## src/rtl/assert_macros.svh

```systemverilog
// Assertion helpers, clocked on clk and disabled during rst.
`ifndef ASSERT_MACROS_SVH
`define ASSERT_MACROS_SVH

// Same-cycle implication.
`define ASSERT_IMP(lbl, ante, cons, msg) \
  lbl: assert property (@(posedge clk) disable iff (rst) (ante) |-> (cons)) else $error(msg);

// Next-cycle implication.
`define ASSERT_NXT(lbl, ante, cons, msg) \
  lbl: assert property (@(posedge clk) disable iff (rst) (ante) |=> (cons)) else $error(msg);

`endif

```

## src/rtl/sfef_pkg.sv

```systemverilog
`default_nettype none
package sfef_pkg;

  localparam int ID_W   = 16;
  localparam int WGT_W  = 32;
  localparam int RANK_W = 5;
  localparam logic [RANK_W-1:0] RANK_MAX = '1;

  localparam int DEF_MAX_SEGMENTS = 65536;
  localparam int ID_SPACE         = 65536;

  localparam int QDEPTH = 4;
  localparam int QPTR_W = 2;

  typedef enum logic [1:0] {
    K_EDGE    = 2'd0,
    K_RESTART = 2'd1,
    K_SKIP    = 2'd2
  } kind_t;

  typedef struct packed {
    kind_t             kind;
    logic [WGT_W-1:0]  weight;
    logic [ID_W-1:0]   seg_a;
    logic [ID_W-1:0]   seg_b;
  } item_t;

endpackage
`default_nettype wire

```

## src/rtl/sfef_front.sv

```systemverilog
`default_nettype none
module sfef_front
  import sfef_pkg::*;
#(
  parameter int MAX_SEGMENTS = DEF_MAX_SEGMENTS
) (
  input  wire logic              clk,
  input  wire logic              rst,
  input  wire logic              in_valid,
  output      logic              in_ready,
  input  wire logic              action,
  input  wire logic [WGT_W-1:0]  edge_weight,
  input  wire logic [ID_W-1:0]   seg_a,
  input  wire logic [ID_W-1:0]   seg_b,
  output      logic              push,
  input  wire logic              q_full,
  output      item_t             item
);

  // ids at or above the limit never touch the store
  localparam logic [ID_W:0] ID_LIM =
    (MAX_SEGMENTS >= ID_SPACE) ? (ID_W+1)'(ID_SPACE) : (ID_W+1)'(MAX_SEGMENTS);

  logic  fvalid;
  item_t fitem;
  logic  ids_ok;

  assign ids_ok   = ({1'b0, seg_a} < ID_LIM) && ({1'b0, seg_b} < ID_LIM);
  assign push     = fvalid && !q_full;
  assign in_ready = !fvalid || !q_full;
  assign item     = fitem;

  always_ff @(posedge clk) begin
    if (rst) begin
      fvalid <= 1'b0;
    end else if (in_ready) begin
      fvalid <= in_valid;
    end
  end

  always_ff @(posedge clk) begin
    if (in_ready && in_valid) begin
      fitem.kind   <= action ? K_RESTART : (ids_ok ? K_EDGE : K_SKIP);
      fitem.weight <= edge_weight;
      fitem.seg_a  <= seg_a;
      fitem.seg_b  <= seg_b;
    end
  end

endmodule
`default_nettype wire

```

## config.mk

```make
export PLATFORM = sky130hd
export DESIGN_NAME = sfef_front
export DESIGN_NICKNAME = d
export VERILOG_FILES = /design/src/rtl/assert_macros.svh /design/src/rtl/sfef_pkg.sv /design/src/rtl/sfef_front.sv
export SDC_FILE = /design/constraint.sdc
export NUM_CORES = 1
export LEC_CHECK = 0
export CAP_MARGIN = 10
export CORE_ASPECT_RATIO = 0.5
export CORE_UTILIZATION = 34
export DETAILED_ROUTE_END_ITERATION = 8
export DONT_BUFFER_PORTS = 1
export PLACE_DENSITY_LB_ADDON = 0.15
export SLEW_MARGIN = 20
export SYNTH_ARGS = -nofsm -noshare
export SYNTH_HDL_FRONTEND = slang
export SYNTH_SLANG_ARGS = --single-unit
```

## constraint.sdc

```tcl
create_clock -name clk -period 6.5 [get_ports clk]
set_input_delay 1.3 -clock clk [delete_from_list [all_inputs] [get_ports clk]]
set_output_delay 1.3 -clock clk [all_outputs]
set_load 0.01 [all_outputs]
```

==> flow_metrics.env <==
export IMPL_fin_ws_ns=3.68
export IMPL_netSwitchingFraction=0.189
export IMPL_hold_class="register to register"
export IMPL_drc=0
export IMPL_drt_pass1_iter_count=5
export IMPL_slowest_delay_ns=0.22
export IMPL_nets=153
export IMPL_slew_viol_final=0
export IMPL_p_seq_frac=0.562
export IMPL_setup_viol=0
export IMPL_skew_ns=0.00554
export IMPL_synth_top_area_frac=0.971
export IMPL_synth_avg_cell_area_um2=27.5
export IMPL_synth_nets=142
export IMPL_core_um2=5590
export IMPL_viasPerCell=4.39
export IMPL_holdBufCountCts=0
export IMPL_die_area_um2=6240
export IMPL_syn_to_final_growth_pct=17.2
export IMPL_synth_top_area_cell="edfxtp_1"
export IMPL_cellPowerDensity_nw_per_um2=395
export IMPL_drt_wl_total_um=3440
export IMPL_portBuffers=0
export IMPL_yosysUniqueCellTypes=9
export IMPL_track_usage=0.116
export IMPL_relSlewSlack=0.484
export IMPL_critPathTopFamily="simple AND/OR/NAND/NOR gates"
export IMPL_whs_ns=0.525
export IMPL_cts_resized=0
export IMPL_die_w_um=111
export IMPL_ant_nets=0
export IMPL_finalCritPeriodShare=0.434
export IMPL_peakVddDrop_v=0.000185
export IMPL_worstSetupPathType="primary input to output pin"
export IMPL_floorplan_initialDensity=0.360
export IMPL_clockPowerShare=0.426
export IMPL_layout_drive_gt1_share=0.182
export IMPL_netlist_top_cells_area="edfxtp_1 97%, dfxtp_1 1.0%, and2b_2 0.44%"
export IMPL_fmax_mhz=354
export IMPL_syn_inst=73
export IMPL_required_ns=5.20
export IMPL_num_vias=706
export IMPL_tns_ns=0
export IMPL_critPathMaxFanout=3
export IMPL_worst_ep_arrival_time_ns=1.52
export IMPL_crit_slowest_cell="and2b_2"
export IMPL_async_flop_share=0
export IMPL_worst_pin_slew_ns=0.774
export IMPL_p_int_uw=754
export IMPL_insertion_delay_ns=0.31
export IMPL_cts_buffer_depth=2
export IMPL_cts_root_buffer="clkbuf_16"
export IMPL_drt_iter0_markers=53
export IMPL_cts_sinks=66
export IMPL_die_h_um=56.4
export IMPL_critPathCaptureType="output pin"
export IMPL_ys_flop_type="edfxtp_1"
export IMPL_synth_edf_count=65
export IMPL_io_pins=137
export IMPL_netlist_area_um2=2010
export IMPL_drv_cap=0
export IMPL_ys_seq_elements=66
export IMPL_rsz0062_at_grt="no"
export IMPL_p_comb_frac=0.013
export IMPL_grt_first_pass_wirelength_um=4860
export IMPL_tritoncts="yes"
export IMPL_gp_congestion=0.646
export IMPL_ys_seq_area_frac=0.981
export IMPL_antenna_found_initial=0
export IMPL_cts_setup_buffers=0
export IMPL_p_leak_nw=0.788
export IMPL_switchingPower_uw=176
export IMPL_first_global_vias=765
export IMPL_clk_pin_slew_ns=0.05
export IMPL_yosysWarningCount=0
export IMPL_hold_viol=0
export IMPL_wl_per_cell_um=21.4
export IMPL_path_cells="and2b_2"
export IMPL_grt_overflow=0
export IMPL_critPathBufInv=0
export IMPL_num_rows=19
export IMPL_status="complete, no violations"
export IMPL_yosysMostFrequentCell="edfxtp_1"
export IMPL_place_ws_ns=3.68
export IMPL_n_antenna_cell=0
export IMPL_period_minus_slack_ns=2.82
export IMPL_htree_levels=3
export IMPL_start_kind="primary input"
export IMPL_grt_max_degree=66
export IMPL_cts_buffers=9
[cells in the final DEF, fill, tap and decap left out]
cell type and count:
a21oi_1 1, dfxtp_1 1, clkinv_2 4, nand2_1 1, nor2_1 1, clkbuf_16 9
buf_4 1, edfxtp_1 65, and2b_2 1, clkbuf_1 2, conb_1 1, and2_2 1
[registers in the layout, indices dropped and copies added (netlist names)]
register / count
item: 65
fvalid: 1
[metal layers]
metal	GRT usage	wire length, µm	share of wire	vias to the layer above
li1	-	-	-	309
met1	0.0944	1120	0.33	331
met2	0.186	1850	0.54	62
met3	0.100	436	0.13	4
met4	0.0743	36	0.010	0
met5	0	0	0	-
[power by group through the flow]
stage / clock network, mW / registers [mW] / logic, mW
finish: 0.396 / 0.522 / 0.0116
global route: 0.427 / 0.524 / 0.0130
CTS: 0.410 / 0.523 / 0.0120
detailed placement: 0 / 0.531 / 0.0120
global placement: 0 / 0.531 / 0.0109
floorplan: 0 / 0.527 / 0.00921
[worst min-delay path, delay by kind of cell, from the launching register on]
family,cells,cell delay [ns]
simple gates,1,0.07
compound gates,1,0.07
flops,1,0.35
[per-stage QoR]
step           std cells  instance area, µm²  utilization  total power [mW]
6_report             161                2360        0.422             0.930
2_1_floorplan         73                2010            -             0.537
5_1_grt              161                2360        0.422             0.964
3_5_place_dp         146                2100        0.376             0.543
4_1_cts              161                2360        0.422             0.945
3_3_place_gp         146                2100        0.376             0.542
[area by class of cell]
| cell class | count | area, µm² |
|---|---|---|
| flip-flops and latches | 66 | 1970 |
| fillers | 466 | 3230 |
| clock buffers | 11 | 233 |
| clock inverters | 4 | 20.0 |
| multi-input cells | 6 | 32.5 |
| repair buffers | 1 | 7.51 |
| well taps | 73 | 91.3 |
[cells by family after synthesis]
group	after synthesis	share of synthesized area
AO/OA/AOI/OAI	1	0.00249
buffers and inverters	1	0.00374
flip-flops	66	0.981
other	1	0.00187
AND/OR/NAND/NOR	4	0.0112
[path summary, 6_finish.rpt]
path                            cells after the start                   to  slack (ns)                start
worst max-delay path                                1                 push        3.68               q_full
worst min register to register                      2  fvalid$_SDFFE_PP0P_        0.53  fvalid$_SDFFE_PP0P_
worst max register to register                      3   item[14]$_DFFE_PP_        4.89  fvalid$_SDFFE_PP0P_
worst min-delay path                                2  fvalid$_SDFFE_PP0P_        0.53  fvalid$_SDFFE_PP0P_
(Power assumes the default switching activity.)
