==> src/rtl/assert_macros.svh <==
// Assertion helpers, clocked on clk and disabled during rst.
`ifndef ASSERT_MACROS_SVH
`define ASSERT_MACROS_SVH

// Same-cycle implication.
`define ASSERT_IMP(lbl, ante, cons, msg) \
  lbl: assert property (@(posedge clk) disable iff (rst) (ante) |-> (cons)) else $error(msg);

// Next-cycle implication.
`define ASSERT_NXT(lbl, ante, cons, msg) \
  lbl: assert property (@(posedge clk) disable iff (rst) (ante) |=> (cons)) else $error(msg);

`endif

==> src/rtl/sfef_pkg.sv <==
`default_nettype none
package sfef_pkg;

  localparam int ID_W   = 16;
  localparam int WGT_W  = 32;
  localparam int RANK_W = 5;
  localparam logic [RANK_W-1:0] RANK_MAX = '1;

  localparam int DEF_MAX_SEGMENTS = 65536;
  localparam int ID_SPACE         = 65536;

  localparam int QDEPTH = 4;
  localparam int QPTR_W = 2;

  typedef enum logic [1:0] {
    K_EDGE    = 2'd0,
    K_RESTART = 2'd1,
    K_SKIP    = 2'd2
  } kind_t;

  typedef struct packed {
    kind_t             kind;
    logic [WGT_W-1:0]  weight;
    logic [ID_W-1:0]   seg_a;
    logic [ID_W-1:0]   seg_b;
  } item_t;

endpackage
`default_nettype wire

==> src/rtl/sfef_queue.sv <==
`default_nettype none
`include "assert_macros.svh"
module sfef_queue
  import sfef_pkg::*;
(
  input  wire logic  clk,
  input  wire logic  rst,
  input  wire logic  push,
  input  wire item_t push_item,
  output      logic  full,
  input  wire logic  pop,
  output      logic  nempty,
  output      item_t head
);

  item_t             slots [QDEPTH];
  logic [QPTR_W-1:0] wptr;
  logic [QPTR_W-1:0] rptr;
  logic [QPTR_W:0]   cnt;

  assign full   = (cnt == (QPTR_W+1)'(QDEPTH));
  assign nempty = (cnt != '0);
  assign head   = slots[rptr];

  always_ff @(posedge clk) begin
    if (rst) begin
      wptr <= '0;
      rptr <= '0;
      cnt  <= '0;
    end else begin
      if (push) begin
        wptr <= wptr + 1'b1;
      end
      if (pop) begin
        rptr <= rptr + 1'b1;
      end
      if (push && !pop) begin
        cnt <= cnt + 1'b1;
      end else if (pop && !push) begin
        cnt <= cnt - 1'b1;
      end
    end
  end

  always_ff @(posedge clk) begin
    if (push) begin
      slots[wptr] <= push_item;
    end
  end

  `ASSERT_IMP(a_no_overfill, full, !push, "push into full queue")
  `ASSERT_IMP(a_no_underrun, !nempty, !pop, "pop from empty queue")

endmodule
`default_nettype wire

==> config.mk <==
export PLATFORM = sky130hd
export DESIGN_NAME = sfef_queue
export DESIGN_NICKNAME = d
export VERILOG_FILES = /design/src/rtl/sfef_pkg.sv /design/src/rtl/sfef_queue.sv
export VERILOG_INCLUDE_DIRS = /design/src /design/src/rtl
export SDC_FILE = /design/constraint.sdc
export NUM_CORES = 1
export LEC_CHECK = 0
export ABC_CLOCK_PERIOD_IN_PS = 3500
export BUFFER_PORTS_ARGS = -buffer_cell sky130_fd_sc_hd__buf_2
export CORE_ASPECT_RATIO = 1.75
export CORE_MARGIN = 2
export CORE_UTILIZATION = 25
export CTS_CLUSTER_SIZE = 25
export DETAILED_ROUTE_END_ITERATION = 8
export HOLD_SLACK_MARGIN = 0.02
export SYNTH_ARGS = -nofsm -noshare
export SYNTH_HDL_FRONTEND = slang
export SYNTH_SLANG_ARGS = --single-unit
==> constraint.sdc <==
create_clock -name clk -period 3.5 [get_ports clk]
set_input_delay 0.175 -clock clk [delete_from_list [all_inputs] [get_ports clk]]
set_output_delay 0.175 -clock clk [all_outputs]
set_load 0.05 [all_outputs]
==> metrics.md, run 1 <==
| Metric | Value |
|---|---|
| Number of global-route vias before repair | 5,179 |
| Final Hold Fails | 0 |
| Clock Tree Buf Depth | 3 |
| Post-DP HPWL | 11,900 um |
| CTS tree | built |
| End of the critical path | head[23] |
| Post-route DRC | 0 |
| Clk_lat worst skew | 0.54 ns |
| P_leak | 0.00427 uW |
| DR WL met3 | 863 um |
| Clock skew | 0.00970 ns |
| GPL Wtd Cong | 0.688 |
| WP data required | 3.32 ns |
| Yosys reg bits | 273 |
| Clk root buf | clkbuf_16 |
| RR Endpoint | slots[3][50] |
| Row count | 96 |
| Critical path class | reg -> out |
| PwrDens | slightly below 600 mW/mm^2 |
| Area grow syn2layout | 28.2% |
| Maximum operating frequency | around 400 MHz |
| Status | completed |
| Port Buffers | 137 |
| Routed Antenna Nets | 0 |
| R2R cell count | 3 |
| CTS-repair resized insts | 0 |
| WHS Path Cells | 2 |
| CTS buffer count | 26 |
| Post-layout minimum cycle time | 2.49 ns |
| Reg clk slew, reported paths | around 0.060 ns |
| Cells after Synth | slightly below 400 |
| Max Slew Vio Count | 0 |
| Post-Syn Area | between 0.009 and 0.01 sq mm |
| Max-Cap Viols | 0 |
| IO Pins | 138 |
| Seq/Total Area, Yosys | 81.5% |
| HP Class | in -> reg |
| CTS Hold Bufs | 70 |
| Metal-1 WL | between 7000 and 8000 um |
| Drt wl/cell | 18.0 um |
| Drt first pass iters | 5 |
| Die area | 0.0415 sq mm |
| Htree depth | 1 |
| Initial antenna violation count | 2 |
| Starting Density | 25.3% |
| Top cells by area, synth | edfxtp_1, mux4_2, dfxtp_1 |
| Die X | 155 um |
| Initial DRC count | 206 |
| Area leader, netlist | edfxtp_1 |
| Syn avg cell area | 25.6 sq um |
| Met2 WL | 10,800 um |
| Final setup vio count | 0 |
| Fill cells | roughly 3,700 |
| Final hold slack | 0.393 ns |
| Number of distinct library cells after synthesis | 20 |
| Hold Startpoint | push_item[60] |
| Maximum VDD drop | 0.339 mV |
| Critical path startpoint category | register |
| Worst r2r src | wptr[0] |
| Clock sinks | 273 |
| Nets | 692 |
| Post-synth net total | 464 |
| Core ar. | between 0.03 and 0.04 sq mm |
| Share of layout cells above drive strength 1 | 39.9% |
| Via count | 4,705 |
| Ys Warns | 0 |
| Chip height | 268 um |
| Worst Path Max Fanout | 51 |
| Synth top area share | about 80% |
| RSZ-0062 raised after global routing | false |
| Critical path arrival | 2.31 ns |
| Gr ovfl total | 0 |
| Largest net degree at the start of global routing | 67 |
| R2r setup slk | 1.62 ns |
| Via/cell ratio | 4.19 |
| GRT Total Usage | 9.59% |
| Period utilization | 71.1% |
| Slew HR | 40.8% |
| Postcts setup bufs | 0 |
| Worst-margin pin slew | 0.889 ns |
| Drt total wl | 20,200 um |
| First-pass GRT wire length | roughly 30,000 um |
| Worst setup EP type | primary output |
| Post-route setup TNS | 0 ns |
| Top routing layer used | met5 |
[registers in the layout (all words and copies together), names as in the netlist, named ones only]
| signal | flops |
|---|---|
| slots | 264 |
| cnt | 3 |
| rptr | 2 |
| wptr | 2 |
[routing by layer]
layer / GRT usage (%) / vias up
li1: - / 2110
met1: 10.8 / 2427
met5: 0 / -
met2: 17.7 / 122
met3: 1.81 / 44
met4: 3.88 / 2
[worst max-delay path, cell delays in order, from the launching register on]
cell     delay [ns]
dfxtp_4        0.92
buf_4          0.31
mux4_2         0.30
buf_2          0.22
[cell usage after synthesis]
cell,instances
edfxtp_1,264
mux4_2,66
dfxtp_1,9
nor2_1,7
buf_2,5
buf_6,5
ha_1,5
and2_1,4
inv_1,4
clkbuf_1,3
xor2_1,3
buf_4,2
mux2i_1,2
or3_1,2
xnor2_1,2
a21oi_1,1
fa_1,1
nand2_1,1
nor3b_1,1
o21ai_0,1
[worst min path at each step]
stage                   endpoint  slack, ns
detailed placement   slots[2][9]       0.39
finish              slots[0][60]       0.39
CTS                 slots[0][54]       0.35
global route        slots[0][60]       0.38
floorplan            slots[0][0]       0.27
global placement    slots[0][28]       0.39
[kinds of logic after synthesis]
| group | synth area share (%) |
|---|---|
| buffers and inverters | 1.23 |
| AO/OA/AOI/OAI | 0.101 |
| XOR/XNOR | 0.440 |
| AND/OR/NAND/NOR | 0.755 |
| adder cells (fa/ha/maj) | 0.830 |
| flip-flops | 81.5 |
| multiplexers | 15.1 |
[cell type report]
type / count / area [sq um] / area share (%)
flip-flops and latches: 273 / 8120 / 63.6
multi-input cells: 96 / 1730 / 13.5
repair buffers: 215 / 1500 / 11.7
clock buffers: 32 / 694 / 5.44
well taps: 490 / 613 / 4.81
clock inverters: 12 / 93.8 / 0.736
inverters: 4 / 15.0 / 0.118
diodes: 1 / 2.50 / 0.0196
[power by group]
group | internal (uW) | switching, uW | total (uW)
Clock | 1480 | 1150 | 2630
Combinational | 372 | 748 | 1120
Sequential | 3750 | 63.0 | 3810
Total | 5600 | 1960 | 7570
[per-stage QoR]
| stage | utilization (%) | setup WS (ns) | power [uW] | area [sq um] | std cells |
|---|---|---|---|---|---|
| 4_1_cts | 32.5 | 0.919 | 7700 | 12800 | 1122 |
| 6_report | 32.5 | 1.01 | 7570 | 12800 | 1123 |
| 3_5_place_dp | 28.7 | 1.47 | 4970 | 11300 | 1008 |
| 5_1_grt | 32.5 | 0.885 | 7860 | 12800 | 1123 |
| 3_3_place_gp | 28.7 | 1.52 | 4950 | 11300 | 1008 |
| 2_1_floorplan | - | 0.977 | 4660 | 9950 | 388 |
[cell usage in the layout, fill, tap and decap left out]
master / synthesis / layout
inv_1: 4 / 4
dfxtp_1: 9 / 7
mux2i_1: 2 / 2
nand2_1: 1 / 1
nor2_1: 7 / 7
bufinv_16: 0 / 1
clkinvlp_4: 0 / 1
xor2_1: 3 / 3
mux4_2: 66 / 66
ha_1: 5 / 5
clkinv_2: 0 / 3
buf_4: 2 / 4
buf_2: 5 / 137
clkinv_1: 0 / 4
fa_1: 1 / 1
o21ai_0: 1 / 1
dlygate4sd3_1: 0 / 70
and2_4: 0 / 4
or3_1: 2 / 2
dfxtp_4: 0 / 2
clkbuf_16: 0 / 27
diode_2: 0 / 1
xnor2_1: 2 / 2
edfxtp_1: 264 / 264
a21oi_1: 1 / 1
clkbuf_1: 3 / 5
nor3b_1: 1 / 1
buf_12: 0 / 4
clkinv_4: 0 / 3
No activity file was read; power rests on OpenSTA's default activity.
==> run 2, diff against run 1 <==
Settings changed: ABC_CLOCK_PERIOD_IN_PS 3500 to 2400.
Clock period 3.5 ns to 2.4 ns, I/O delays scaled along.
==> metrics.md, run 2 (same netlist as run 1, synthesis figures left out) <==
| Metric | Value |
|---|---|
| Clock skew | 0.00723 ns (-0.00247 ns) |
| Critical path arrival | 2.12 ns (-0.19 ns) |
| M3 GR Usage | 2.21% (+0.40 points) |
| Max Slew Vio Count | 0 (unchanged) |
| Max-Cap Viols | 0 (unchanged) |
| Grt met2 use | 18.7% (+1.0 points) |
| Largest register FFs | 264 (unchanged) |
| Htree depth | 1 (unchanged) |
| Drt wl/cell | 18.1 um (+0.42%) |
| RR Endpoint | slots[2][12] |
| Clk root buf | clkbuf_16 |
| Worst Path Max Fanout | 31 (-39%) |
| Core ar. | 0.0393 sq mm (unchanged) |
| Worst setup EP type | primary output |
| Share of layout cells above drive strength 1 | 40.9% (+0.99 points) |
| Post-route setup TNS | 0 ns (unchanged) |
| GPL Wtd Cong | 0.668 (-2.8%) |
| Critical path class | reg -> out |
| GRT Total Usage | 9.83% (+0.25 points) |
| Area grow syn2layout | 29.5% |
| Routed Antenna Nets | 0 (unchanged) |
| Postcts setup bufs | 0 (unchanged) |
| R2r setup slk | 0.69 ns (-0.93 ns) |
| Die X | 155 um (unchanged) |
| Top flop regs | slots: 264 flops, cnt: 3 flops |
| # diodes | 0 (-1) |
| P_leak | 0.00434 uW (+1.6%) |
| CTS buffer count | 26 (unchanged) |
| Critical path startpoint category | register |
| CP max-delay cell | mux4_2 |
| Clock Tree Buf Depth | 3 (unchanged) |
| Leading cell type in the layout, fill and taps excluded | edfxtp_1 |
| Starting Density | 25.3% (unchanged) |
| Period utilization | 93.5% |
| WP buf/inv | 2 (unchanged) |
| Fill cells | 3,668 (-0.70%) |
| IO Pins | 138 (unchanged) |
| Worst Hold End | slots[0][25] |
| PwrDens | 859 mW/mm^2 (+45%) |
| Die area | 0.0415 sq mm (unchanged) |
| Post-DP HPWL | 12,800 um (+7.5%) |
| Multi-input combinational cell area | 0.00173 sq mm (unchanged) |
| Via count | 4,735 (+0.64%) |
| Slew HR | 67.8% (+27 points) |
| Hold Startpoint | push_item[25] |
| Seq. cell area | 0.00812 sq mm (unchanged) |
| Largest net degree at the start of global routing | 32 (-52%) |
| Row count | 96 (unchanged) |
| Top reg by flops | slots |
| Worst r2r src | wptr[0] |
| Clock sinks | 273 (unchanged) |
| Status | completed |
| CTS tree | built |
| Post-layout minimum cycle time | 2.24 ns |
| GR Util met1 | 10.6% (-0.28 points) |
| Top delay family on crit path | multiplexers |
| RSZ-0062 raised after global routing | false |
| Final Hold Fails | 0 (unchanged) |
| Drt total wl | 20,500 um (+1.6%) |
| Most frequent cells in the layout | edfxtp_1, buf_2, dlygate4sd3_1 |
| Ordered list of cells on the worst path | buf_12, mux4_2, buf_2 |
| WHS Path Cells | 2 (unchanged) |
| WP data required | 2.28 ns (-1.04 ns) |
| Final setup vio count | 0 (unchanged) |
| Utilization after layout | 32.8% (+0.32 points) |
| Nets | 702 (+1.4%) |
| Reg clk slew, reported paths | 0.06 ns (about the same) |
| Maximum operating frequency | 446 MHz |
| Initial DRC count | 180 (-13%) |
| Worst-margin pin slew | 0.483 ns (-0.405 ns) |
| Drt first pass iters | 4 (-1) |
| Initial antenna violation count | 4 (+2) |
| Port Buffers | 137 (unchanged) |
| Clk_lat worst skew | 0.53 ns (about the same) |
| Number of global-route vias before repair | 5,439 (+5.0%) |
| Slowest Stage Delay on Critical Path | 0.57 ns (-0.35 ns) |
| R2R cell count | 4 (+1) |
| GR peak layer | met2 |
| First-pass GRT wire length | 30,700 um (+2.4%) |
| Post-route DRC | 0 (unchanged) |
| Maximum VDD drop | 0.595 mV (+75%) |
| HP Class | in -> reg |
| Chip height | 268 um (unchanged) |
| Gr ovfl total | 0 (unchanged) |
| Via/cell ratio | 4.17 (-0.51%) |
==> run 2: where the power goes <==
group / total [uW] / switching [uW] / leakage [uW] / internal, uW
Combinational: 1660 / 1100 / 0.00144 / 564
Sequential: 5550 / 80.5 / 0.00250 / 5470
Clock: 3860 / 1690 / 0.000391 / 2170
==> run 2: what timing repair did <==
| item | CTS | global route |
|---|---|---|
| hold endpoints to repair | 273 | 0 |
| hold buffers | 70 | 0 |
| resized for setup | 0 | 0 |
==> run 2: worst max-delay path by stage <==
stage	depth (start not counted)	startpoint	end
2_1_floorplan	3	wptr[0]	slots[2][0]
3_3_place_gp	4	wptr[0]	slots[2][49]
3_5_place_dp	4	wptr[0]	slots[2][49]
4_1_cts	3	register	head[64]
5_1_grt	3	register	head[64]
6_report	3	register	head[64]
==> run 2: cell type report <==
type	instances	share of cell area [%]
Tap cell	490	4.76
Clock buffer	32	5.39
Timing Repair Buffer	225	12.5
Multi-Input combinational cell	96	13.4
Clock inverter	16	0.855
Sequential cell	273	63.0
Inverter	4	0.117
==> run 2: layer usage <==
metal	share of wire, %	vias up	wire, um
met3	4.6	40	951
met4	2.6	8	539
met5	0.27	-	55
met1	38	2447	7760
li1	-	2127	-
met2	55	113	11200
==> run 2: metrics by stage <==
step	cell area, sq um	std cells	power [uW]	setup WS (ns)	hold WS [ns]
6_report	12900	1136	11100	0.157	0.336
3_3_place_gp	11400	1018	7250	0.677	0.332
2_1_floorplan	9950	388	6800	0.595	0.219
5_1_grt	12900	1136	11500	0.0172	0.319
3_5_place_dp	11400	1018	7260	0.646	0.336
4_1_cts	12900	1136	11300	0.0687	0.296
==> run 3, diff against run 2 <==
Settings changed: CORE_ASPECT_RATIO 1.75 to 1.5, PLACE_DENSITY set to 0.43, SETUP_SLACK_MARGIN set to 0.3.
==> metrics.md, run 3 (same netlist as run 1, synthesis figures left out) <==
| Metric | Value |
|---|---|
| Status | completed |
| P_int | 8900 uW (+8.6%) |
| Final setup vio count | 0 (unchanged) |
| Chip height | 248 um (-7.3%) |
| Post-layout minimum cycle time | 2.09 ns (-0.152 ns) |
| Reg power frac | 46.6% (-3.5 points) |
| Final setup margin | 0.308 ns (+0.152 ns) |
| GPL Wtd Cong | 0.649 (-2.8%) |
| Critical path class | reg -> out |
| Largest register FFs | 264 (unchanged) |
| P_leak | 0.00452 uW (+4.4%) |
| Most frequent cells in the layout | edfxtp_1, buf_2, dlygate4sd3_1 |
| Row count | 89 (-7.3%) |
| Placed Instances | 1,019 (+0.098%) |
| Die X | 167 um (+7.8%) |
| Gr ovfl total | 0 (unchanged) |
| Starting Density | 25.3% (about the same) |
| Maximum operating frequency | 478 MHz (+7.3%) |
| Switch Pwr | 2970 uW (+3.4%) |
| Critical path arrival | 1.97 ns (-0.15 ns) |
| Post-DP HPWL | 12,400 um (-3.5%) |
| Drt first pass iters | 4 (unchanged) |
| Drt total wl | 21,800 um (+6.2%) |
| Critical path startpoint category | register |
| First-pass GRT wire length | 32,100 um (+4.5%) |
| Clk root buf | clkbuf_16 |
| Top flop regs | slots: 264 flops, cnt: 3 flops |
| Final Hold Fails | 0 (unchanged) |
| Reg clk slew, reported paths | 0.07 ns (about the same) |
| Via/cell ratio | 4.18 (+0.40%) |
| Post-Place Cell Area | 0.0113 sq mm (-0.37%) |
| Clk pwr share | 37.3% (+2.5 points) |
| Number of global-route vias before repair | 5,454 (+0.28%) |
| Initial antenna violation count | 1 (-3) |
| PwrDens | 886 mW/mm^2 (+3.1%) |
| Htree depth | 1 (unchanged) |
| Clock Tree Buf Depth | 3 (unchanged) |
| Final cell count without fillers | 1,147 (+0.97%) |
| HP Class | in -> reg |
| Die area | 0.0414 sq mm (about the same) |
| WP data required | 2.28 ns (about the same) |
| IO Pins | 138 (unchanged) |
| Leading cell type in the layout, fill and taps excluded | edfxtp_1 |
| Final hold slack | 0.331 ns (-0.00424 ns) |
| Worst-margin pin slew | 0.468 ns (-0.0149 ns) |
| Switch share | 25.0% (-0.94 points) |
| Clock sinks | 273 (unchanged) |
| Maximum VDD drop | 0.455 mV (-24%) |
| Area grow syn2layout | 34.7% |
| Post-route cell area | 0.0134 sq mm (+4.0%) |
| Drt wl/cell | 19.0 um (+5.2%) |
| Share of layout cells above drive strength 1 | 41.3% (+0.46 points) |
| Port Buffers | 137 (unchanged) |
| Post-route setup TNS | 0 ns (unchanged) |
| Period utilization | 87.1% (-6.3 points) |
| Dpl ws | 0.688 ns (+0.0426 ns) |
| RSZ-0062 raised after global routing | true |
| Combinational share of power | 16.1% (+1.1 points) |
| Max Slew Vio Count | 0 (unchanged) |
| CTS buffer count | 27 (+3.8%) |
| GRT Total Usage | 10.3% (+0.48 points) |
| Grt met2 use | 19.6% (+0.86 points) |
| Post-route DRC | 0 (unchanged) |
| Slew HR | 68.8% (+0.99 points) |
| Worst Path Max Fanout | 18 (-42%) |
| Clock skew | 0.0114 ns (+0.00413 ns) |
| Via count | 4,800 (+1.4%) |
| GR peak layer | met2 |
| Worst setup EP type | primary output |
| Routed Antenna Nets | 0 (unchanged) |
| GR Util met1 | 11.5% (+0.95 points) |
| Clk_lat worst skew | 0.54 ns (about the same) |
| Max-Cap Viols | 0 (unchanged) |
| Core ar. | 0.0393 sq mm (about the same) |
| Initial DRC count | 234 (+30%) |
| Nets | 703 (+0.14%) |
| Largest net degree at the start of global routing | 67 (+110%) |
| M3 GR Usage | 1.60% (-0.60 points) |
| CTS tree | built |
| Top reg by flops | slots |
-- run 3: cell types whose count changed in the layout (fill, tap and decap cells not counted), sizes merged --
cell | before | now
bufinv | 1 | 6
buf | 155 | 154
clkbuf | 32 | 31
clkinv | 12 | 11
clkinvlp | 2 | 1
diode | 0 | 1
inv | 5 | 4
-- run 3: path summary, 6_finish.rpt --
path | start | end | slack [ns] | cells past startpoint
hold reg to reg | cnt[2] | cnt[2] | 0.52 | 2
hold / removal | push_item[64] | slots[3][64] | 0.33 | 2
setup / recovery | register | head[50] | 0.31 | 3
setup reg to reg | wptr[0] | slots[2][36] | 0.77 | 4
-- run 3: worst max-delay path, cell delays in order, from the launching register on --
cell,delay [ns]
dfxtp_4,0.43
buf_16,0.22
mux4_2,0.54
buf_2,0.23
-- run 3: power by group through the flow --
stage / Combinational (uW) / Clock [uW] / Sequential (uW)
4_1_cts: 1900 / 4580 / 5540
2_1_floorplan: 1180 / 0 / 5620
3_5_place_dp: 1630 / 0 / 5640
3_3_place_gp: 1610 / 0 / 5630
5_1_grt: 2020 / 4750 / 5560
6_report: 1910 / 4420 / 5540
-- run 3: layout make-up --
cell class,count,area (sq um)
Antenna cell,1,2.50
Multi-Input combinational cell,96,1730
Clock buffer,30,687
Tap cell,500,626
Timing Repair Buffer,225,1990
Clock inverter,18,240
Sequential cell,273,8120
Fill cell,3708,25900
Inverter,4,15.0
-- run 3: per-stage QoR --
stage	utilization [%]	power, uW
4_1_cts	33.8	12000
6_report	34.1	11900
2_1_floorplan	-	6800
3_5_place_dp	28.8	7270
3_3_place_gp	28.8	7240
5_1_grt	34.1	12300
-- run 3: per-layer routing --
metal / vias to the layer above / part of all wire [%]
met5: - / 0
met4: 0 / 2.4
met3: 34 / 3.7
met2: 104 / 56
li1: 2135 / -
met1: 2527 / 38
-- run 3: repair_timing --
action | in CTS | in global routing
setup buffers | 5 | 0
hold endpoints to repair | 273 | 0
endpoints found under the setup margin | 66 | 65
resized for setup | 61 | 25
pin swaps | 0 | 0
hold buffers | 70 | 0
cloned | 3 | 1
